==> src/bbc_pkg.sv <==
package bbc_pkg;

    localparam int STACK_DEPTH = 32;
    localparam int STACK_AW    = (STACK_DEPTH > 1) ? $clog2(STACK_DEPTH) : 1;
    localparam int STACK_CW    = $clog2(STACK_DEPTH + 1);

    localparam int CHAR_W = 8;
    localparam int KIND_W = 2;
    localparam int STAT_W = 2;

    localparam logic [KIND_W-1:0] KIND_ROUND  = 2'd0;
    localparam logic [KIND_W-1:0] KIND_SQUARE = 2'd1;
    localparam logic [KIND_W-1:0] KIND_CURLY  = 2'd2;
    localparam logic [KIND_W-1:0] KIND_NONE   = 2'd3;

    localparam logic [STAT_W-1:0] ST_BALANCED = 2'd0;
    localparam logic [STAT_W-1:0] ST_MISMATCH = 2'd1;
    localparam logic [STAT_W-1:0] ST_UNCLOSED = 2'd2;
    localparam logic [STAT_W-1:0] ST_OVERFLOW = 2'd3;

    localparam logic [CHAR_W-1:0] CH_OPEN_ROUND   = 8'h28;
    localparam logic [CHAR_W-1:0] CH_OPEN_SQUARE  = 8'h5B;
    localparam logic [CHAR_W-1:0] CH_OPEN_CURLY   = 8'h7B;
    localparam logic [CHAR_W-1:0] CH_CLOSE_ROUND  = 8'h29;
    localparam logic [CHAR_W-1:0] CH_CLOSE_SQUARE = 8'h5D;
    localparam logic [CHAR_W-1:0] CH_CLOSE_CURLY  = 8'h7D;

    typedef struct packed {
        logic [STAT_W-1:0] status;
        logic              balanced;
    } t_result;

    function automatic logic [KIND_W-1:0] open_kind(input logic [CHAR_W-1:0] c);
        logic [KIND_W-1:0] k;
        case (c)
            CH_OPEN_ROUND:  k = KIND_ROUND;
            CH_OPEN_SQUARE: k = KIND_SQUARE;
            CH_OPEN_CURLY:  k = KIND_CURLY;
            default:        k = KIND_NONE;
        endcase
        return k;
    endfunction

    function automatic logic [KIND_W-1:0] close_kind(input logic [CHAR_W-1:0] c);
        logic [KIND_W-1:0] k;
        case (c)
            CH_CLOSE_ROUND:  k = KIND_ROUND;
            CH_CLOSE_SQUARE: k = KIND_SQUARE;
            CH_CLOSE_CURLY:  k = KIND_CURLY;
            default:         k = KIND_NONE;
        endcase
        return k;
    endfunction

endpackage

==> src/bbc_ram.sv <==
module bbc_ram #(
    parameter int P_WIDTH = 2,
    parameter int P_DEPTH = 32,
    parameter int P_AW    = (P_DEPTH > 1) ? $clog2(P_DEPTH) : 1
) (
    input  logic               i_clk,
    input  logic               i_we,
    input  logic [P_AW-1:0]    i_waddr,
    input  logic [P_WIDTH-1:0] i_wdata,
    input  logic [P_AW-1:0]    i_raddr,
    output logic [P_WIDTH-1:0] o_rdata
);

    logic [P_WIDTH-1:0] r_mem [P_DEPTH];
    logic [P_WIDTH-1:0] r_rdata;

    always_ff @(posedge i_clk) begin
        if (i_we) begin
            r_mem[i_waddr] <= i_wdata;
        end
        r_rdata <= r_mem[i_raddr];
    end

    assign o_rdata = r_rdata;

endmodule

==> src/bbc_stack_ctrl.sv <==
module bbc_stack_ctrl (
    input  logic                   i_clk,
    input  logic                   i_rst_n,
    input  logic                   i_take,
    input  logic [bbc_pkg::CHAR_W-1:0] i_char_in,
    input  logic                   i_last_char,
    output logic                   o_res_valid,
    output bbc_pkg::t_result       o_res
);
    import bbc_pkg::*;

    logic [STACK_CW-1:0] r_count, n_count;
    logic [STAT_W-1:0]   r_err, n_err;
    logic                r_byp;
    logic [KIND_W-1:0]   r_byp_data;

    logic                we;
    logic [STACK_AW-1:0] waddr, raddr;
    logic [KIND_W-1:0]   wdata, rdata, top;
    logic [KIND_W-1:0]   ok, ck;
    logic [STACK_CW-1:0] cnt_post;
    logic [STAT_W-1:0]   err_post, status;

    bbc_ram #(
        .P_WIDTH (KIND_W),
        .P_DEPTH (STACK_DEPTH),
        .P_AW    (STACK_AW)
    ) u_stack (
        .i_clk   (i_clk),
        .i_we    (we),
        .i_waddr (waddr),
        .i_wdata (wdata),
        .i_raddr (raddr),
        .o_rdata (rdata)
    );

    // top entry was read last cycle; a push in the same cycle bypasses the RAM
    assign top = r_byp ? r_byp_data : rdata;
    assign ok  = open_kind(i_char_in);
    assign ck  = close_kind(i_char_in);

    always_comb begin
        we       = 1'b0;
        waddr    = r_count[STACK_AW-1:0];
        wdata    = ok;
        cnt_post = r_count;
        err_post = r_err;
        if (i_take && r_err == ST_BALANCED) begin
            if (ok != KIND_NONE) begin
                if (r_count == STACK_CW'(STACK_DEPTH)) begin
                    err_post = ST_OVERFLOW;
                end else begin
                    we       = 1'b1;
                    cnt_post = r_count + 1'b1;
                end
            end else if (ck != KIND_NONE) begin
                if (r_count == '0) begin
                    err_post = ST_MISMATCH;
                end else if (top == ck) begin
                    cnt_post = r_count - 1'b1;
                end else begin
                    err_post = ST_MISMATCH;
                end
            end
        end

        if (err_post != ST_BALANCED) begin
            status = err_post;
        end else if (cnt_post != '0) begin
            status = ST_UNCLOSED;
        end else begin
            status = ST_BALANCED;
        end

        n_count = cnt_post;
        n_err   = err_post;
        if (i_take && i_last_char) begin
            n_count = '0;
            n_err   = ST_BALANCED;
        end

        // fetch the entry that will be on top next cycle
        raddr = STACK_AW'(n_count - 1'b1);
    end

    assign o_res_valid     = i_take && i_last_char;
    assign o_res.status    = status;
    assign o_res.balanced  = (status == ST_BALANCED);

    always_ff @(posedge i_clk) begin
        if (!i_rst_n) begin
            r_count <= '0;
            r_err   <= ST_BALANCED;
            r_byp   <= 1'b0;
        end else begin
            r_count <= n_count;
            r_err   <= n_err;
            r_byp   <= we && (waddr == raddr);
        end
        r_byp_data <= wdata;
    end

endmodule

==> src/bbc_out_buf.sv <==
module bbc_out_buf (
    input  logic             i_clk,
    input  logic             i_rst_n,
    input  logic             i_push,
    input  bbc_pkg::t_result i_res,
    output logic             o_full,
    output logic             o_valid,
    input  logic             i_ready,
    output bbc_pkg::t_result o_res
);
    import bbc_pkg::*;

    logic    r_head_v, r_skid_v;
    t_result r_head, r_skid;
    logic    pop;

    assign pop     = r_head_v && i_ready;
    assign o_full  = r_skid_v;
    assign o_valid = r_head_v;
    assign o_res   = r_head;

    always_ff @(posedge i_clk) begin
        if (!i_rst_n) begin
            r_head_v <= 1'b0;
            r_skid_v <= 1'b0;
        end else begin
            if (!r_head_v || pop) begin
                if (r_skid_v) begin
                    r_head_v <= 1'b1;
                    r_skid_v <= i_push;
                end else begin
                    r_head_v <= i_push;
                end
            end else if (i_push) begin
                r_skid_v <= 1'b1;
            end
        end

        if (!r_head_v || pop) begin
            if (r_skid_v) begin
                r_head <= r_skid;
                if (i_push) begin
                    r_skid <= i_res;
                end
            end else if (i_push) begin
                r_head <= i_res;
            end
        end else if (i_push) begin
            r_skid <= i_res;
        end
    end

endmodule

==> src/bracket_balance_checker_unit.sv <==
// Channel  Valid     Ready     Payload
// input    i_valid   o_ready   i_char_in, i_last_char
// output   o_valid   i_ready   o_status, o_balanced
//
// One byte per cycle: the stack top is read from the RAM beforehand,
// with a write-to-read bypass when a push lands on the entry being fetched.
// A status beat is registered into the output buffer with the last byte.
// Reset clears depth and error; stack RAM contents are not cleared.
// Input stalls only when both output stages hold beats.
module bracket_balance_checker_unit (
    input  logic                       i_clk,
    input  logic                       i_rst_n,
    input  logic                       i_valid,
    output logic                       o_ready,
    input  logic [bbc_pkg::CHAR_W-1:0] i_char_in,
    input  logic                       i_last_char,
    output logic                       o_valid,
    input  logic                       i_ready,
    output logic [bbc_pkg::STAT_W-1:0] o_status,
    output logic                       o_balanced
);
    import bbc_pkg::*;

    logic    take, res_valid, full;
    t_result res, out_res;

    assign o_ready = !full;
    assign take    = i_valid && !full;

    bbc_stack_ctrl u_ctrl (
        .i_clk       (i_clk),
        .i_rst_n     (i_rst_n),
        .i_take      (take),
        .i_char_in   (i_char_in),
        .i_last_char (i_last_char),
        .o_res_valid (res_valid),
        .o_res       (res)
    );

    bbc_out_buf u_out (
        .i_clk   (i_clk),
        .i_rst_n (i_rst_n),
        .i_push  (res_valid),
        .i_res   (res),
        .o_full  (full),
        .o_valid (o_valid),
        .i_ready (i_ready),
        .o_res   (out_res)
    );

    assign o_status   = out_res.status;
    assign o_balanced = out_res.balanced;

endmodule

==> config.mk <==
export PLATFORM = sky130hd
export DESIGN_NAME = bracket_balance_checker_unit
export DESIGN_NICKNAME = d
export VERILOG_FILES = /design/src/bbc_pkg.sv /design/src/bbc_ram.sv /design/src/bbc_stack_ctrl.sv /design/src/bbc_out_buf.sv /design/src/bracket_balance_checker_unit.sv
export SDC_FILE = /design/constraint.sdc
export NUM_CORES = 1
export LEC_CHECK = 0
export BUFFER_PORTS_ARGS = -buffer_cell sky130_fd_sc_hd__clkbuf_2
export CAP_MARGIN = 20
export CORE_ASPECT_RATIO = 2
export CORE_MARGIN = 10
export CORE_UTILIZATION = 30
export CTS_CLUSTER_DIAMETER = 120
export DETAILED_ROUTE_END_ITERATION = 7
export PLACE_DENSITY_LB_ADDON = 0.3
export REMOVE_ABC_BUFFERS = 1
export SLEW_MARGIN = 5
export SYNTH_ARGS = -nofsm -noshare
export SYNTH_HDL_FRONTEND = slang
export SYNTH_SLANG_ARGS = --single-unit
==> constraint.sdc <==
create_clock -name i_clk -period 5.02 [get_ports i_clk]
set_input_delay 0.251 -clock i_clk [delete_from_list [all_inputs] [get_ports i_clk]]
set_output_delay 0.251 -clock i_clk [all_outputs]
set_load 0.02 [all_outputs]
### Word-level counts from Yosys, hierarchy flattened

Memory sizes are Yosys's and may differ from the RTL's. A register that Yosys moved wholly into a read port is not among the register bits.
Index checks and enable logic that the tools add are counted.

| storage, ports and cells | value |
|---|---|
| bits in read-only memories | 0 |
| memories kept | 1 |
| flip-flop bits (word level) | 19 |
| output and inout bits | 5 |
| logic and storage cells | 76 |
| input bits | 13 |
| memory bits (writable) | 64 |
| bits in latches | 0 |

| operators by class | value |
|---|---|
| add/subtract/negate cells | 3 |
| muxes and demuxes | 32 |
| equal/unequal tests | 12 |
| div/mod/pow operators | 0 |
| shift-type cells | 0 |
| reduce and logical (&&, ||, !) cells | 17 |
| multipliers | 0 |
| $lt $le $gt $ge | 0 |
| bitwise gates (word level) | 1 |

Memories:

| name | depth | width | rd ports | clocked after memory_dff | write ports | line | text |
|---|---|---|---|---|---|---|---|
| u_ctrl.u_stack.r_mem | 32 | 2 | 1 | 1 | 1 | bbc_ram.sv:14 | `logic [P_WIDTH-1:0] r_mem [P_DEPTH];` |

Operators by type and width:

| operator | number |
|---|---|
| 6-bit two-way mux | 7 |
| 8-bit by 7-bit equality test with 1-bit output, second input constant | 4 |
| 2-bit two-way mux | 9 |
| 8-bit by 6-bit equality test with 1-bit output, second input constant | 2 |
| 3-bit two-way mux | 5 |
| 2-bit case mux with 3 select lines | 2 |
| 1-bit two-way mux | 9 |
| 6-bit by 1-bit adder with 6-bit output, second input constant | 1 |
| 6-bit equality test, second input constant | 1 |
| 6-bit logical NOT | 1 |
| 2-bit nonzero test | 3 |
| 6-bit nonzero test | 1 |
| 6-bit by 1-bit subtractor with 6-bit output, second input constant | 1 |
| 5-bit equality test | 1 |
| 1-bit logical AND | 5 |
| 5-bit by 1-bit subtractor with 5-bit output, second input constant | 1 |
| 2-bit logical NOT | 2 |
| 2-bit inequality test, second input constant | 2 |
| 2-bit equality test | 1 |
| 1-bit logical NOT | 2 |
| 2-bit by 1-bit inequality test with 1-bit output, second input constant | 1 |
| 2-bit AND reduction | 1 |
| 2-bit OR reduction | 1 |
| 1-bit logical OR | 1 |
| 1-bit inverter | 1 |

### Longest topological paths before layout

Gate-level depths: netlist of the first run.

| logic depth | value |
|---|---|
| depth after elaboration | 15 |
| depth in mapped cells | 16 |
| mapped depth without buffers | 12 |

### Modules after synthesis

Synthesis of the first run repeated with hierarchy kept, for this count alone.

| second synthesis, totals | value |
|---|---|
| cell total of the unflattened synthesis | 386 |
| area total of the unflattened synthesis | 4533.1 um^2 |

By module, submodules not included:

| module | instances | cells each | sequential area each (um^2) | area each (um^2) |
|---|---|---|---|---|
| bbc_ram | 1 | 185 | 1961.9 | 2782.7 |
| bbc_stack_ctrl | 1 | 179 | 220.2 | 1410.1 |
| bbc_out_buf | 1 | 20 | 220.2 | 330.3 |
| bracket_balance_checker_unit | 1 | 2 | 0.0 | 10.0 |

### Worst setup path after synthesis of the first run

No wires, ideal clock.

| timing | value |
|---|---|
| kind | reg2reg |
| from | reg u_out.r_skid_v (netlist: u_out.o_full) |
| to | reg u_ctrl.u_stack.r_rdata[0] (netlist: u_ctrl.u_stack.o_rdata[0]), read port of u_ctrl.u_stack.r_mem |
| period minus slack after synthesis | 3.763 ns |
| buffers on the path | 5 |
| library setup time | 0.121 ns |
| data arrival time | 3.642 ns |
| path slack | 1.257 ns |
| cell stages (with the launch flop) | 16 |
| required time | 4.899 ns |
| cell sequence | dfxtp_1 -> buf_6 -> or4b_1 -> buf_2 -> nor3_1 -> nand4_1 -> nand3_4 -> buf_4 -> inv_1 -> ha_1 -> clkbuf_1 -> clkbuf_1 -> mux4_2 -> mux2i_1 -> mux2i_1 -> mux2_2 |

| between the ends | value |
|---|---|
| word-level cells in the longest chain between the ends | 6 |
| elaborated cells on any way between the ends | 7 |
| those cells by class | add/sub: 1; mux: 2; reduce/logical: 4 |

Ends and longest elaborated chain:

| element | line | text |
|---|---|---|
| start, declared | bbc_out_buf.sv:13 | `logic r_head_v, r_skid_v;` |
| start signal, assigned | bbc_out_buf.sv:30 | `r_skid_v <= i_push;` |
| 1-bit logical NOT * | bracket_balance_checker_unit.sv:28 | `assign take = i_valid && !full;` |
| 1-bit logical AND * | bracket_balance_checker_unit.sv:28 |  |
| 1-bit logical AND | bbc_stack_ctrl.sv:48 | `if (i_take && r_err == ST_BALANCED) begin` |
| 6-bit two-way mux | bbc_stack_ctrl.sv:48 |  |
| 6-bit two-way mux * | bbc_stack_ctrl.sv:77 | `if (i_take && i_last_char) begin` |
| 5-bit by 1-bit subtractor with 5-bit output * | bbc_stack_ctrl.sv:83 | `raddr = STACK_AW'(n_count - 1'b1);` |
| end, declared | bbc_ram.sv:15 | `logic [P_WIDTH-1:0] r_rdata;` |

Every way passes the cells marked *; elsewhere a longest branch is shown, timed or not.
A chain may end at the register's enable or synchronous reset.

### Worst setup path in the final report of the first run

| timing | value |
|---|---|
| from | reg u_out.r_skid_v (netlist: u_out.o_full) |
| to | reg u_ctrl.u_stack.r_rdata[1] (netlist: u_ctrl.u_stack.o_rdata[1]), read port of u_ctrl.u_stack.r_mem |

The elaborated chain is that of the path after synthesis.

==> results of run 1 <==
[layout make-up]
type | instances | area, um^2
tap | 189 | 236
clock inverter | 7 | 80.1
multi-input combinational | 222 | 1800
clock buffer | 9 | 225
inverter | 6 | 22.5
fill | 1356 | 9080
sequential | 85 | 2400
timing repair buffer | 22 | 123
[stage by stage]
step	power, mW	utilization [%]	setup WS [ns]	hold WS [ns]	std cells
after global routing	1.52	35.0	0.691	0.214	540
final	1.46	35.0	0.967	0.203	540
after CTS	1.48	35.0	0.960	0.185	540
after floorplan	0.799	-	1.65	0.365	313
after global placement	0.817	32.8	1.03	0.550	524
after detailed placement	0.817	32.8	0.969	0.550	524
[routing by layer]
metal  vias to the layer above  part of all wire (%)
met5                         -                     0
met2                        68                    58
li1                       1317                     -
met1                      1388                    33
met4                         0                   5.5
met3                        32                   3.5
[flip-flops by register name (all words and copies together), names as in the netlist]
name                    cells
u_ctrl.r_count              6
u_out.r_skid                3
u_ctrl.u_stack.o_rdata      2
u_ctrl.u_stack.r_mem       64
u_out.o_valid               1
u_out.o_res                 3
u_ctrl.r_byp_data           2
u_out.o_full                1
u_ctrl.r_byp                1
u_ctrl.r_err                2
[synth_stat cells (all sizes together), types with 3 or more instances]
cell,number,area (um^2)
nand4,6,37.5
or3,5,36.3
a31oi,3,18.8
o211ai,3,27.5
a21oi,8,40.0
nor2,46,173
edfxtp,70,2100
ha,6,75.1
nand3b,5,37.5
inv,6,22.5
nand4b,3,26.3
a211oi,4,40.0
mux2,4,45.0
dfxtp,15,300
a31o,3,35.0
o21ai,5,25.0
mux2i,13,143
clkbuf,6,22.5
nor3,8,45.0
buf,7,46.3
o2111ai,3,32.5
nand3,7,47.6
nor2b,10,62.6
xnor2,4,42.6
and3,3,18.8
nand2,21,78.8
mux4,16,360
[worst min-delay path by stage]
stage	to	slack [ns]	cells after the start
final	u_out.o_full$_SDFFE_PN0P_	0.20	3
after detailed placement	u_out.o_full$_SDFFE_PN0P_	0.55	3
after global placement	u_out.o_full$_SDFFE_PN0P_	0.55	3
after CTS	u_out.o_full$_SDFFE_PN0P_	0.19	3
after global routing	u_out.o_full$_SDFFE_PN0P_	0.21	3
after floorplan	u_out.o_full$_SDFFE_PN0P_	0.36	2
[cells in the final DEF (no fill, tap or decap), types with 3 or more instances in the layout]
master and n:
edfxtp_1 70, nor2_1 46, nand2_1 21, clkbuf_2 17
mux4_2 16, dfxtp_1 15, mux2i_1 12, nor2b_1 10
clkbuf_16 9, nor3_1 7, a21oi_1 7, nand4_1 6
nand3_1 6, ha_1 6, nand3b_1 5, inv_1 5
buf_4 5, or3_1 4, mux2_2 4, nand4b_1 3
and3_1 3, a31oi_1 3, xnor2_1 3, o21ai_0 3
[cells by family after synthesis]
logic type / share of synthesized area, %
fa+ha+maj: 1.75
flops: 56.1
simple gates: 16.9
buf+inv: 2.13
compound gates: 8.96
mux: 12.8
xor+xnor: 1.40
[critical path, cell delays in order (launching register included)]
cell and delay (ns):
dfxtp_1 0.39, or4b_1 0.72, nor3_1 0.31, nand4_1 0.20, nand3_4 0.36, inv_1 0.09
ha_1 0.78, mux4_2 0.40, mux2i_1 0.28, mux2i_1 0.12, mux2_2 0.27
[power breakdown]
part	leakage (nW)	internal (mW)	switching, mW
sequential	0.900	0.755	0.00103
combinational	0.673	0.0164	0.0287
clock	0.146	0.353	0.309
total	1.72	1.13	0.338
==> flow_summary.yaml, run 1 <==
run_status:
  outcome: "complete, no violations"
place:
  io_buffers: 17
  place.gp.congestion: 0.882
  postPlaceCellArea_mm2: 0.00458
  hpwlAfterDp_um: 7630
yosys:
  synth_area_per_cell_um2: 13.1
  ys_async_sr_fraction_pct: 0
  syn_area_mm2: 0.00429
  yosys_warnings: 0
  synth_seq_cells: 85
  yosysSeqAreaShare_pct: 56.1
  syn_inst: 326
  synth_edf_count: 70
  ys_types: 67
  ys.flop_type: "edfxtp_1"
cts:
  root_buffer: "clkbuf_16"
  clk_latency_ns: 0.34
  path_clk_slew_ns: 0.06
  post_cts_buffers: 0
  cts_resized: 0
  htreeDepth: 3
  cts_sinks: 85
  ctsHoldBuffers: 0
  cts_tree: "built"
  numCtsBuffers: 9
  clk_path_buf_depth: 2
global_route:
  met1_usage_pct: 10.3
  busiest_layer: "met2"
  antenna_found_initial: 0
  grt_max_degree: 34
  grt.met2_usage_pct: 21.6
  met3_usage_pct: 1.97
  grt_pass1_wl_um: 17200
  grt_overflow: 0
  track_usage_pct: 11.3
  grt_pass1_vias: 3097
critical_path:
  rrSetupSlack_ns: 0.97
  startpoint_type: "flop"
  required_ns: 5.25
  crit_arrival_ns: 4.28
  critPathKind: "reg -> reg"
  end_kind: "flop"
  r2r_start: "u_out.o_full$_SDFFE_PN0P_"
  ff2ff_path_depth: 10
  r2r-end: "u_ctrl.u_stack.o_rdata[1]$_DFF_P_"
  cp_max_fo: 17
  cp-endpoint: "u_ctrl.u_stack.o_rdata[1]$_DFF_P_"
  startpoint: "u_out.o_full$_SDFFE_PN0P_"
timing:
  finalClockSkew_ns: 0.00814
  maxSlewHeadroom_pct: 50.1
  min_period_over_period_pct: 80.7
  slew_violations: 0
  report.final.hold_viol_count: 0
  finalSetupViolCount: 0
  fin_crit_ns: 4.05
  rsz0062_at_grt: "false"
  worstMarginPinSlew_ns: 0.744
  fmax_mhz: 247
  fin_setup_tns_ns: 0
detailed_routing:
  drcViolationCount: 0
  drt_first_pass_iters: 4
  viasPerCell: 5.19
  wire_per_inst_um: 19.6
  drt_iter0_drc: 145
  vias: 2805
  ant_nets: 0
  drt-total-wl_um: 10600
pwr:
  powerDensity_mw_per_mm2: 300
  p_leak_nw: 1.72
  max-vdd-ir-drop_uv: 136
finish:
  fin_area_mm2: 0.00488
  drive_gt1_share_pct: 21.7
  antenna_cells: 0
  syn_to_final_growth_pct: 14.0
  nNetsFinal: 365
floorplanning:
  fp.dieW_um: 105
  num_io_pins: 18
  die_h_um: 189
  core_area_mm2: 0.0140
  row_count: 61
  initial_core_util_pct: 30.7
  die_area_mm2: 0.0198
hold_path:
  hold_path.class: "in -> reg"
  min-delay-start: "i_rst_n"
flow_run:
  max_cap_violations: 0
Note: power is estimated with default switching activity, not from simulation.
==> run 2: changes to the inputs <==
==> constraint.sdc (replaced) <==
create_clock -name i_clk -period 3.3 [get_ports i_clk]
set_input_delay 0.165 -clock i_clk [delete_from_list [all_inputs] [get_ports i_clk]]
set_output_delay 0.165 -clock i_clk [all_outputs]
set_load 0.02 [all_outputs]
==> run 2 against run 1 <==
Utilization up 2.4 points; global-route usage down 0.16 points; register-to-register slack worse by 0.81 ns; count of clock-buffer cells in the layout unchanged; clock power up 53%; critical path depth up 2; first-iteration DRC count up 3.4%; sequential cell count unchanged; final area up 6.9%; fmax up 29%; largest power group unchanged.
==> flow_summary.yaml, run 2 (synthesis results as in run 1) <==
run_status:
  outcome: "complete, no violations"
detailed_routing:
  drt_iter0_drc: 150
  dr_wl_met2_um: 6690
  ant_nets: 0
  vias: 2911
  highest_layer: "met4"
  drcViolationCount: 0
  drt_first_pass_iters: 4
  wirelength_met1_um: 3800
  wl_met3_um: 192
  drt-total-wl_um: 11100
  viasPerCell: 5.06
  wire_per_inst_um: 19.2
finish:
  largestRegisters: "u_ctrl.u_stack.r_mem x64, u_ctrl.r_count x6"
  antenna_cells: 0
  syn_to_final_growth_pct: 21.9
  multi_input_area_mm2: 0.00185
  mostFrequentLayoutCell: "edfxtp_1"
  drive_gt1_share_pct: 30.8
  final_cell_mix: "70 x edfxtp_1, 46 x nor2_1, 38 x buf_4"
  nNetsFinal: 400
  seq_area_mm2: 0.00240
  largest_register_ffs: 64
  fillCellCount: 1374
  largest_register: "u_ctrl.u_stack.r_mem"
critical_path:
  cp-endpoint: "u_ctrl.u_stack.o_rdata[0]$_DFF_P_"
  required_ns: 3.53
  cp_num_buf_inv: 1
  crit_chain: "nor2b_1, a221o_1, a31o_4, a32o_1, a211o_1, nand2_1, ha_4, buf_8, mux4_2, mux2i_1, mux2i_1, mux2_2"
  end_kind: "flop"
  critPathKind: "reg -> reg"
  crit_arrival_ns: 3.37
  critPathMostFrequentCell: "mux2i_1"
  r2r-end: "u_ctrl.u_stack.o_rdata[0]$_DFF_P_"
  crit_slowest_cell: "a221o_1"
  startpoint_type: "flop"
  path_depth: 12
  r2r_start: "u_ctrl.r_byp$_SDFF_PN0_"
  max_stage_delay_ns: 0.37
  startpoint: "u_ctrl.r_byp$_SDFF_PN0_"
  rrSetupSlack_ns: 0.16
  ff2ff_path_depth: 12
  cp_top_family: "compound AO/OA/AOI/OAI gates"
  cp_max_fo: 6
timing:
  maxSlewHeadroom_pct: 58.4
  rsz0062_at_grt: "false"
  finalSetupViolCount: 0
  min_period_over_period_pct: 95.2
  finalClockSkew_ns: 0.00811
  hold_slack_ns: 0.104
  worst_slack_ns: 0.157
  worstMarginPinSlew_ns: 0.619
  slew_violations: 0
  fmax_mhz: 318
  report.final.hold_viol_count: 0
  fin_setup_tns_ns: 0
  fin_crit_ns: 3.14
cts:
  numCtsBuffers: 9
  root_buffer: "clkbuf_16"
  path_clk_slew_ns: 0.07
  cts_tree: "built"
  htreeDepth: 3
  clk_latency_ns: 0.34
  cts_sinks: 85
  clk_path_buf_depth: 2
  ctsHoldBuffers: 0
floorplanning:
  die_h_um: 189
  initial_core_util_pct: 30.7
  num_io_pins: 18
  core_area_mm2: 0.0140
  fp.dieW_um: 105
  die_area_mm2: 0.0198
  row_count: 61
global_route:
  grt_overflow: 0
  grt_max_degree: 34
  grt_pass1_vias: 3134
  antenna_found_initial: 0
  track_usage_pct: 11.1
  grt_pass1_wl_um: 16900
pwr:
  p_leak_nw: 1.91
  max-vdd-ir-drop_uv: 240
  powerDensity_mw_per_mm2: 428
place:
  hpwlAfterDp_um: 8200
  place.gp.congestion: 0.868
  dp_worst_setup_slack_ns: -0.174
  io_buffers: 17
hold_path:
  hold_depth: 3
  hold_path.class: "in -> reg"
  min-delay-start: "i_rst_n"
flow_run:
  max_cap_violations: 0
## run 2: tightest hold or removal path: stages
cell      delay (ns)
clkbuf_2        0.13
nand2_1         0.07
nor2_1          0.04
## run 2: worst min-delay path by stage
| stage | end | slack [ns] |
|---|---|---|
| 3_5_place_dp | u_out.o_full$_SDFFE_PN0P_ | 0.46 |
| 3_3_place_gp | u_out.o_full$_SDFFE_PN0P_ | 0.45 |
| 2_1_floorplan | u_out.o_full$_SDFFE_PN0P_ | 0.28 |
| 5_1_grt | u_out.o_full$_SDFFE_PN0P_ | 0.11 |
| 6_report | u_out.o_full$_SDFFE_PN0P_ | 0.10 |
| 4_1_cts | u_out.o_full$_SDFFE_PN0P_ | 0.1 |
## run 2: layout make-up
class | instances | share of cell area [%]
clock buffers | 9 | 4.31
clock inverters | 7 | 1.44
inverters | 6 | 0.431
multi-input cells | 222 | 35.4
flip-flops and latches | 85 | 46.0
well taps | 189 | 4.53
repair buffers | 57 | 7.86
## run 2: stage by stage
step / power, mW / cells / util, % / instance area, um^2
4_1_cts: 2.26 / 570 / 36.8 / 5140
3_3_place_gp: 1.25 / 553 / 34.3 / 4800
6_report: 2.24 / 575 / 37.4 / 5220
2_1_floorplan: 1.21 / 313 / - / 4220
5_1_grt: 2.32 / 575 / 37.4 / 5220
3_5_place_dp: 1.25 / 553 / 34.3 / 4800
## run 2: layer usage
| metal | global-route usage (%) | up-vias |
|---|---|---|
| li1 | - | 1380 |
| met5 | 0 | - |
| met1 | 9.84 | 1464 |
| met3 | 1.46 | 22 |
| met4 | 6.51 | 0 |
| met2 | 22.6 | 45 |
## run 2: what timing repair did
action / in CTS / in global routing
gates cloned: 0 / 1
buffers inserted: 1 / 4
pin swaps: 2 / 4
endpoints found under the setup margin: 2 / 2
resized for setup: 7 / 6
## run 2: power breakdown
part / internal [mW] / switching [mW]
Sequential: 1.15 / 0.00133
Combinational: 0.0342 / 0.0457
Clock: 0.537 / 0.470
==> run 3: changes to the inputs <==
--- a/config.mk
+++ b/config.mk
@@ -12,6 +12,7 @@
 export CORE_UTILIZATION = 30
 export CTS_CLUSTER_DIAMETER = 120
 export DETAILED_ROUTE_END_ITERATION = 7
+export GPL_TIMING_DRIVEN = 0
 export PLACE_DENSITY_LB_ADDON = 0.3
 export REMOVE_ABC_BUFFERS = 1
 export SLEW_MARGIN = 5
==> run 3 against run 2 <==
First-iteration DRC count decreased by 12%; critical path type unchanged; cell count decreased by 3.1%; clock skew is 0.0043 ns lower; sequential share of layout area barely moved; fmax shrank 2.5%; sequential cell count unchanged; largest cell class unchanged; sequential power is essentially flat; routed wire length down 1.3%; utilization rose by 0.21 points; largest power group unchanged; hold slack better by 0.0069 ns; global-route usage is 0.054 points higher.
==> flow_summary.yaml, run 3 (synthesis results as in run 1) <==
flow_run:
  max_cap_violations: 0
floorplanning:
  die_area_mm2: 0.0198
  initial_core_util_pct: 30.7
  row_count: 61
  die_h_um: 189
  core_area_mm2: 0.0140
  fp.dieW_um: 105
  num_io_pins: 18
detailed_routing:
  vias: 2865
  drt-total-wl_um: 10900
  drt_first_pass_iters: 4
  viasPerCell: 5.14
  drt_iter0_drc: 132
  drcViolationCount: 0
  wire_per_inst_um: 19.6
  ant_nets: 0
run_status:
  outcome: "complete, no violations"
global_route:
  antenna_found_initial: 0
  grt_overflow: 0
  met1_usage_pct: 10.2
  grt.met2_usage_pct: 22.0
  grt_max_degree: 34
  met3_usage_pct: 1.94
  track_usage_pct: 11.2
  grt_pass1_wl_um: 17100
  busiest_layer: "met2"
  grt_pass1_vias: 3135
finish:
  nNetsFinal: 382
  drive_gt1_share_pct: 32.9
  final_cell_mix: "70 x edfxtp_1, 45 x nor2_1, 20 x nand2_1"
  largest_register: "u_ctrl.u_stack.r_mem"
  largest_register_ffs: 64
  largestRegisters: "u_ctrl.u_stack.r_mem x64, u_ctrl.r_count x6"
  antenna_cells: 0
  mostFrequentLayoutCell: "edfxtp_1"
  syn_to_final_growth_pct: 22.6
timing:
  fin_setup_tns_ns: 0
  fin_crit_ns: 3.22
  worst_slack_ns: 0.0753
  hold_slack_ns: 0.111
  min_period_over_period_pct: 97.7
  slew_violations: 0
  finalSetupViolCount: 0
  maxSlewHeadroom_pct: 45.2
  finalClockSkew_ns: 0.00378
  worstMarginPinSlew_ns: 0.820
  report.final.hold_viol_count: 0
  fmax_mhz: 310
  rsz0062_at_grt: "true"
critical_path:
  required_ns: 3.52
  startpoint_type: "flop"
  max_stage_delay_ns: 0.39
  cp_max_fo: 6
  crit_arrival_ns: 3.45
  crit_chain: "nor2b_1, a221o_1, a31o_4, a32o_1, a211o_1, nand2_2, ha_4, buf_4, buf_4, mux4_2, mux2i_1, mux2i_1, mux2_2"
  crit_slowest_cell: "a221o_1"
  end_kind: "flop"
  critPathKind: "reg -> reg"
pwr:
  powerDensity_mw_per_mm2: 442
  p_leak_nw: 1.86
  max-vdd-ir-drop_uv: 175
place:
  dp_worst_setup_slack_ns: -0.936
  place.gp.congestion: 0.850
  io_buffers: 17
  hpwlAfterDp_um: 7560
cts:
  root_buffer: "clkbuf_16"
  ctsHoldBuffers: 0
  cts_tree: "built"
  cts_sinks: 85
  htreeDepth: 3
  path_clk_slew_ns: 0.06
  numCtsBuffers: 9
  clk_path_buf_depth: 2
  clk_latency_ns: 0.35
hold_path:
  hold_path.class: "in -> reg"
-- run 3: cell types whose count changed in the layout (fill, tap and decap cells not counted), sizes merged --
| cell | before | now |
|---|---|---|
| buf | 39 | 22 |
| clkinvlp | 1 | 3 |
| clkbuf | 27 | 26 |
| bufinv | 0 | 2 |
| inv | 10 | 6 |
-- run 3: power by group --
part | switching (mW) | internal, mW
sequential | 0.00234 | 1.15
combinational | 0.0471 | 0.0356
clock | 0.424 | 0.665
-- run 3: critical path: cells and delay by family (launching register included) --
| kind | cells | cell delay, ns |
|---|---|---|
| AO/OA/AOI/OAI | 4 | 1.21 |
| adder cells (fa/ha/maj) | 1 | 0.24 |
| buffers and inverters | 2 | 0.28 |
| flip-flops | 1 | 0.34 |
| multiplexers | 4 | 0.79 |
| AND/OR/NAND/NOR | 2 | 0.25 |
-- run 3: worst paths after layout --
check,from,to,slack [ns],cells after the start
worst min register to register,u_ctrl.r_err[1]$_SDFF_PP0_,u_ctrl.r_err[1]$_SDFF_PP0_,0.57,2
worst max register to register,u_ctrl.r_byp$_SDFF_PN0_,u_ctrl.u_stack.o_rdata[0]$_DFF_P_,0.08,13
worst max-delay path,u_ctrl.r_byp$_SDFF_PN0_,u_ctrl.u_stack.o_rdata[0]$_DFF_P_,0.08,13
worst min-delay path,i_ready,u_out.o_full$_SDFFE_PN0P_,0.11,4
-- run 3: area by class of cell --
class	count	area, um^2
fill	1358	8710
clock inverter	7	97.6
clock buffer	9	225
multi-input combinational	222	1950
inverter	6	26.3
sequential	85	2410
tap	189	236
timing repair buffer	39	303
-- run 3: stage by stage --
stage / power, mW / instance area, um^2 / utilization (%) / cells
3_3_place_gp: 1.24 / 4540 / 32.5 / 519
5_1_grt: 2.39 / 5250 / 37.6 / 557
4_1_cts: 2.33 / 5070 / 36.3 / 546
6_report: 2.32 / 5250 / 37.6 / 557
3_5_place_dp: 1.24 / 4570 / 32.7 / 520
2_1_floorplan: 1.21 / 4220 / - / 313
-- run 3: routing by layer --
layer	share of wire, %	routed length [um]
met1	34	3760
met2	59	6430
met3	2.6	282
met4	4.1	451
met5	0	0
-- run 3: what timing repair did --
| action | in CTS | in global routing |
|---|---|---|
| resized for setup | 17 | 22 |
| setup buffers | 10 | 11 |
| pin swaps | 7 | 7 |
| setup endpoints to repair | 5 | 5 |
